===== src/u8u16_pkg.sv =====
// Shared types and constants for the UTF-8 to UTF-16 decoder.
package u8u16_pkg;

    localparam int BYTE_W  = 8;
    localparam int UNIT_W  = 16;
    localparam int PEND_W  = 2;
    localparam int PART_W  = 10;
    localparam int CONT_W  = 6;

    localparam logic [1:0] CONT_TAG  = 2'b10;
    localparam logic [2:0] LEAD2_TAG = 3'b110;
    localparam logic [3:0] LEAD3_TAG = 4'b1110;

    localparam logic [PEND_W-1:0] PEND_NONE = 2'd0;
    localparam logic [PEND_W-1:0] PEND_ONE  = 2'd1;
    localparam logic [PEND_W-1:0] PEND_TWO  = 2'd2;

    typedef struct packed {
        logic [UNIT_W-1:0] code_unit;
        logic              is_error;
        logic              is_end;
    } t_result;

endpackage


===== src/utf8_to_utf16_decoder_core.sv =====
// Byte-serial UTF-8 to UTF-16 (BMP) decoder with registered, skid-buffered output.
//
// Usage:
//   Input channel: i_valid / o_stall carry one UTF-8 byte per item on i_data_byte.
//   Output channel: o_valid / i_stall carry one result item: o_code_unit,
//   o_is_error and o_is_end.
//   A lead byte of a multi-byte sequence and every continuation byte except the
//   last give no result; the last continuation byte gives the decoded code unit.
//   An ASCII byte gives its own result, a zero byte while idle gives an end
//   result, and a malformed byte gives an error result and clears the sequence.
//   Output: each result is registered in the output register before it appears.
//   Throughput: one byte per cycle while o_stall is low; the decode is a single
//   shallow stage between the sequence state and the output register.
//   Stall: a one-entry skid register catches a result produced while the
//   receiver stalls; o_stall rises only while that entry is full.
//   Reset: synchronous, active low; clears the sequence state and both result
//   slots, so the block starts idle with no pending bytes.
module utf8_to_utf16_decoder_core (
    input  logic                          i_clk,
    input  logic                          i_rst_n,
    input  logic                          i_valid,
    output logic                          o_stall,
    input  logic [u8u16_pkg::BYTE_W-1:0]  i_data_byte,
    output logic                          o_valid,
    input  logic                          i_stall,
    output logic [u8u16_pkg::UNIT_W-1:0]  o_code_unit,
    output logic                          o_is_error,
    output logic                          o_is_end
);
    import u8u16_pkg::*;

    logic [PEND_W-1:0] r_bytes_pending, n_bytes_pending;
    logic [PART_W-1:0] r_partial_value, n_partial_value;
    logic              r_out_valid, r_skid_valid;
    t_result           r_out, r_skid;

    logic              in_acc;
    logic              out_free;
    logic              res_valid;
    t_result           res;
    logic [UNIT_W-1:0] full_value;
    logic [PEND_W-1:0] pend_dec;

    assign o_stall  = r_skid_valid;
    assign in_acc   = i_valid && !r_skid_valid;
    assign out_free = !r_out_valid || !i_stall;

    assign full_value = {r_partial_value, i_data_byte[CONT_W-1:0]};
    assign pend_dec   = r_bytes_pending - PEND_ONE;

    always_comb begin
        res_valid       = 1'b0;
        res             = '0;
        n_bytes_pending = r_bytes_pending;
        n_partial_value = r_partial_value;
        if (r_bytes_pending == PEND_NONE) begin
            if (i_data_byte == '0) begin
                res_valid  = 1'b1;
                res.is_end = 1'b1;
            end else if (!i_data_byte[BYTE_W-1]) begin
                res_valid     = 1'b1;
                res.code_unit = UNIT_W'(i_data_byte);
            end else if (i_data_byte[BYTE_W-1 -: 3] == LEAD2_TAG) begin
                n_bytes_pending = PEND_ONE;
                n_partial_value = PART_W'(i_data_byte[4:0]);
            end else if (i_data_byte[BYTE_W-1 -: 4] == LEAD3_TAG) begin
                n_bytes_pending = PEND_TWO;
                n_partial_value = PART_W'(i_data_byte[3:0]);
            end else begin
                res_valid    = 1'b1;
                res.is_error = 1'b1;
            end
        end else if (i_data_byte[BYTE_W-1 -: 2] != CONT_TAG) begin
            res_valid       = 1'b1;
            res.is_error    = 1'b1;
            n_bytes_pending = PEND_NONE;
            n_partial_value = '0;
        end else begin
            n_bytes_pending = pend_dec;
            if (pend_dec == PEND_NONE) begin
                res_valid       = 1'b1;
                res.code_unit   = full_value;
                n_partial_value = '0;
            end else begin
                n_partial_value = full_value[PART_W-1:0];
            end
        end
    end

    always_ff @(posedge i_clk) begin
        if (!i_rst_n) begin
            r_bytes_pending <= PEND_NONE;
            r_partial_value <= '0;
            r_out_valid     <= 1'b0;
            r_skid_valid    <= 1'b0;
        end else begin
            if (in_acc) begin
                r_bytes_pending <= n_bytes_pending;
                r_partial_value <= n_partial_value;
            end
            if (out_free) begin
                r_skid_valid <= 1'b0;
                r_out_valid  <= r_skid_valid || (in_acc && res_valid);
            end else if (in_acc && res_valid) begin
                r_skid_valid <= 1'b1;
            end
        end
    end

    always_ff @(posedge i_clk) begin
        if (out_free) begin
            r_out <= r_skid_valid ? r_skid : res;
        end else if (in_acc && res_valid) begin
            r_skid <= res;
        end
    end

    assign o_valid     = r_out_valid;
    assign o_code_unit = r_out.code_unit;
    assign o_is_error  = r_out.is_error;
    assign o_is_end    = r_out.is_end;

    a_skid_needs_out: assert property (@(posedge i_clk) disable iff (!i_rst_n)
        r_skid_valid |-> r_out_valid)
        else $error("skid entry held without an output item");

    a_flags_exclusive: assert property (@(posedge i_clk) disable iff (!i_rst_n)
        o_valid |-> !(o_is_error && o_is_end))
        else $error("error and end flagged together");

    a_flag_zero_unit: assert property (@(posedge i_clk) disable iff (!i_rst_n)
        (o_valid && (o_is_error || o_is_end)) |-> (o_code_unit == '0))
        else $error("nonzero code unit on error or end item");

    a_error_clears: assert property (@(posedge i_clk) disable iff (!i_rst_n)
        (in_acc && res_valid && res.is_error) |=> (r_bytes_pending == PEND_NONE))
        else $error("sequence state kept after an error");

endmodule


===== config.mk =====
export PLATFORM = sky130hd
export DESIGN_NAME = utf8_to_utf16_decoder_core
export DESIGN_NICKNAME = d
export VERILOG_FILES = /design/src/u8u16_pkg.sv /design/src/utf8_to_utf16_decoder_core.sv
export SDC_FILE = /design/constraint.sdc
export NUM_CORES = 1
export LEC_CHECK = 0
export ABC_AREA = 1
export BUFFER_PORTS_ARGS = -buffer_cell sky130_fd_sc_hd__buf_2
export CORE_MARGIN = 10
export CORE_UTILIZATION = 56
export DETAILED_ROUTE_END_ITERATION = 8
export GPL_TIMING_DRIVEN = 0
export PLACE_DENSITY = 0.79
export SLEW_MARGIN = 30
export SYNTH_ARGS = -nofsm -noshare
export SYNTH_HDL_FRONTEND = slang
export SYNTH_SLANG_ARGS = --single-unit

===== constraint.sdc =====
create_clock -name i_clk -period 3 [get_ports i_clk]
set_clock_uncertainty 0.15 [all_clocks]
set_input_delay 0.3 -clock i_clk [delete_from_list [all_inputs] [get_ports i_clk]]
set_output_delay 0.3 -clock i_clk [all_outputs]
set_load 0.005 [all_outputs]

==> impl_metrics.py <==
metrics = {
    "power_and_ir_drop": {
        "peakVddDrop_uv": 280,
        "intPower_mw": 1.03,
        "switching_share_pct": 26.3,
        "power.share.clock_pct": 28.3,
        "p_per_area_mw_per_mm2": 544,
        "p_leak_nw": 1.19,
        "p_sw_mw": 0.367,
        "power_frac_comb_pct": 14.0,
        "p_seq_share_pct": 57.7,
    },
    "sta": {
        "finalCritPeriodShare_pct": 82.1,
        "final_hold_viol_count": 0,
        "fin_setup_tns_ns": 0,
        "slew_headroom_pct": 42.4,
        "slew_viol_final": 0,
        "report.final.setup_viol": 0,
        "min_period_ns": 2.46,
        "fmax_mhz": 406,
        "worstMarginPinSlew_ns": 0.862,
        "rsz0062_at_grt": "false",
    },
    "finish": {
        "n_fill_cell": 300,
        "area_delta_synth_final_pct": 13.8,
        "diodes": 0,
        "finalNetCount": 297,
        "finish.instance_area_mm2": 0.00256,
        "drive_above_1_share_pct": 18.7,
        "final_cell_count_no_fill": 332,
    },
    "floorplan": {
        "core-area_mm2": 0.00377,
        "ios": 32,
        "die_w_um": 83.4,
        "die_area_mm2": 0.00696,
        "die_h_um": 83.4,
        "rows": 22,
        "start_util_pct": 59.8,
    },
    "critical_path": {
        "worstPathCellList": "inv_1 > ha_1 > clkbuf_1 > inv_1 > nand3_1 > nand3_1 > nor2_2 > buf_6",
        "cp_data_required_time_ns": 2.87,
        "critical_path.top_delay_family": "buffers and inverters",
        "critPathMaxStageDelay_ns": 0.45,
        "crit_arrival_ns": 2.34,
        "path_max_fanout": 10,
        "critPathBufInv": 4,
        "cp-start-kind": "flip-flop",
        "cp-end-kind": "flip-flop",
        "crit_slowest_cell": "nor2_2",
        "crit_type": "reg -> reg",
    },
    "route": {
        "wl_per_cell_um": 13.9,
        "ant_nets": 0,
        "wl_mm": 4.61,
        "vias_per_cell": 5.25,
        "dr_total_vias": 1742,
        "initialDrtViolationCount": 120,
        "first_pass_iters": 4,
        "drc": 0,
    },
    "clocking": {
        "worstSkewPairLatency_ns": 0.31,
        "cts_root_buf": "clkbuf_8",
        "cts-buffers-inserted": 5,
        "htree_levels": 2,
        "tritoncts": "yes",
        "clockBufferDepth": 2,
        "post-cts-setup-buffers": 0,
        "hold_buffers": 0,
        "clk_pin_slew_ns": 0.10,
        "cts.sinks": 50,
        "cts_resized": 0,
    },
    "grt": {
        "grt_antenna_before_repair": 0,
        "grt_use_met1_pct": 16.3,
        "grt_remaining_overflow": 0,
        "grt.total_usage_pct": 13.3,
        "grt_pass1_vias": 1644,
        "use_met2_pct": 20.7,
        "grt_pass1_wl_mm": 7.63,
        "use_met3_pct": 3.32,
        "grt.busiest_layer": "met2",
        "grt_max_degree": 20,
    },
    "logic_synthesis": {
        "yosys_warnings": 0,
        "synth-seq-cells": 50,
        "avgSynthCellArea_um2": 9.20,
        "synthMuxAreaShare_pct": 0,
        "synth_xor_area_share_pct": 0,
        "synth_fp_nets": 259,
        "synth_cell_types": 23,
        "synth_top_family_by_area": "simple AND/OR/NAND/NOR gates",
        "synth_cells": 245,
        "synth_compound_area_share_pct": 5.22,
        "yosysSeqAreaShare_pct": 60.4,
        "syn-cell-area_mm2": 0.00225,
        "synth-simple-area-share_pct": 27.5,
        "synth-adder-area-share_pct": 1.11,
    },
    "hold_path": {
        "min_path_type": "in -> reg",
    },
    "place": {
        "dp_hpwl_mm": 3.27,
        "port_buffers": 30,
        "dp_cells": 324,
        "placed_area_mm2": 0.00248,
        "place.gp.congestion": 0.854,
    },
    "run_status": {
        "status": "finished, final reports clean",
    },
    "run": {
        "maxCapViolCount": 0,
    },
}
-- worst paths after layout --
check,slack [ns],end,cells past startpoint,from
hold reg to reg,0.35,r_partial_value[6],2,r_partial_value[0]
setup / recovery,0.54,r_skid[17],8,r_bytes_pending[1]
setup reg to reg,0.54,r_skid[17],8,r_bytes_pending[1]
hold / removal,0.11,r_partial_value[1],3,i_rst_n
-- sequential cells by signal (all words and copies together), names as in the netlist --
register / cells
o_valid: 1
o_stall: 1
o_code_unit: 16
o_is_end: 1
o_is_error: 1
r_partial_value: 10
r_bytes_pending: 2
r_skid: 18
-- placed cells by master (no fill, tap or decap) --
cell type and instances:
a21oi_1 11, a31oi_1 7, buf_1 2, buf_2 31, buf_4 3, buf_6 2, clkbuf_1 4, clkbuf_8 5
clkinv_2 1, dfxtp_1 14, edfxtp_1 36, ha_1 2, inv_1 16, inv_2 3, inv_6 1, nand2_1 77
nand2_2 1, nand2_4 1, nand3_1 12, nand3_2 1, nand3_4 1, nand4_1 9, nor2_1 39, nor2_2 1
nor2_8 1, o21ai_0 2, o21ai_2 1
-- stage by stage --
stage	hold WS [ns]	util (%)	worst slack [ns]	total power, mW
after floorplan	0.276	-	0.598	0.944
after global placement	0.324	65.3	0.0649	1.01
after detailed placement	0.329	65.7	0.569	1.02
after CTS	0.105	68.0	0.545	1.40
after global routing	0.114	68.0	0.426	1.46
final	0.110	68.0	0.536	1.40
-- power by group through the flow --
stage	clock [mW]	combinational [mW]	sequential (mW)
6_report	0.395	0.195	0.805
5_1_grt	0.426	0.222	0.811
4_1_cts	0.395	0.197	0.806
3_5_place_dp	0	0.195	0.822
3_3_place_gp	0	0.189	0.820
2_1_floorplan	0	0.118	0.826
-- kinds of logic (layout without fill, tap and decap cells) --
kind of cell,Yosys count,in the layout
compound gates,21,21
buf+inv,29,68
simple gates,143,143
fa+ha+maj,2,2
flops,50,50
-- cell usage after synthesis --
| master | n | share of area (%) |
|---|---|---|
| inv_2 | 3 | 0.50 |
| a21oi_1 | 11 | 2.4 |
| edfxtp_1 | 36 | 48 |
| nand4_1 | 9 | 2.5 |
| nand3_2 | 1 | 0.44 |
| inv_1 | 16 | 2.7 |
| buf_4 | 3 | 1.0 |
| dfxtp_1 | 14 | 12 |
| nand3_4 | 1 | 0.78 |
| a31oi_1 | 7 | 1.9 |
| nor2_8 | 1 | 0.89 |
| nand2_1 | 77 | 13 |
| buf_6 | 1 | 0.50 |
| nor2_1 | 40 | 6.7 |
| buf_2 | 1 | 0.22 |
| nand2_2 | 1 | 0.28 |
| o21ai_2 | 1 | 0.39 |
| nand3_1 | 12 | 2.7 |
| clkbuf_1 | 3 | 0.50 |
| o21ai_0 | 2 | 0.44 |
| buf_1 | 2 | 0.33 |
| nand2_4 | 1 | 0.50 |
| ha_1 | 2 | 1.1 |
-- routing by layer --
layer / wire length [um] / vias up
met2: 2130 / 53
met3: 251 / 7
li1: - / 883
met5: 0 / -
met4: 104 / 0
met1: 2120 / 799
-- final cells by class --
cell class,count,area (um^2),share of cell area (%)
inverters,19,71.3,2.78
plain buffers,10,57.6,2.24
well taps,48,60.1,2.34
clock inverters,2,13.8,0.537
clock buffers,6,72.6,2.83
multi-input cells,166,766,29.9
flip-flops and latches,50,1360,53.1
repair buffers,31,161,6.30
-- tightest hold or removal path: stages --
cell,delay (ns)
buf_2,0.14
nand2_1,0.07
nor2_1,0.03
(Power assumes the default switching activity.)
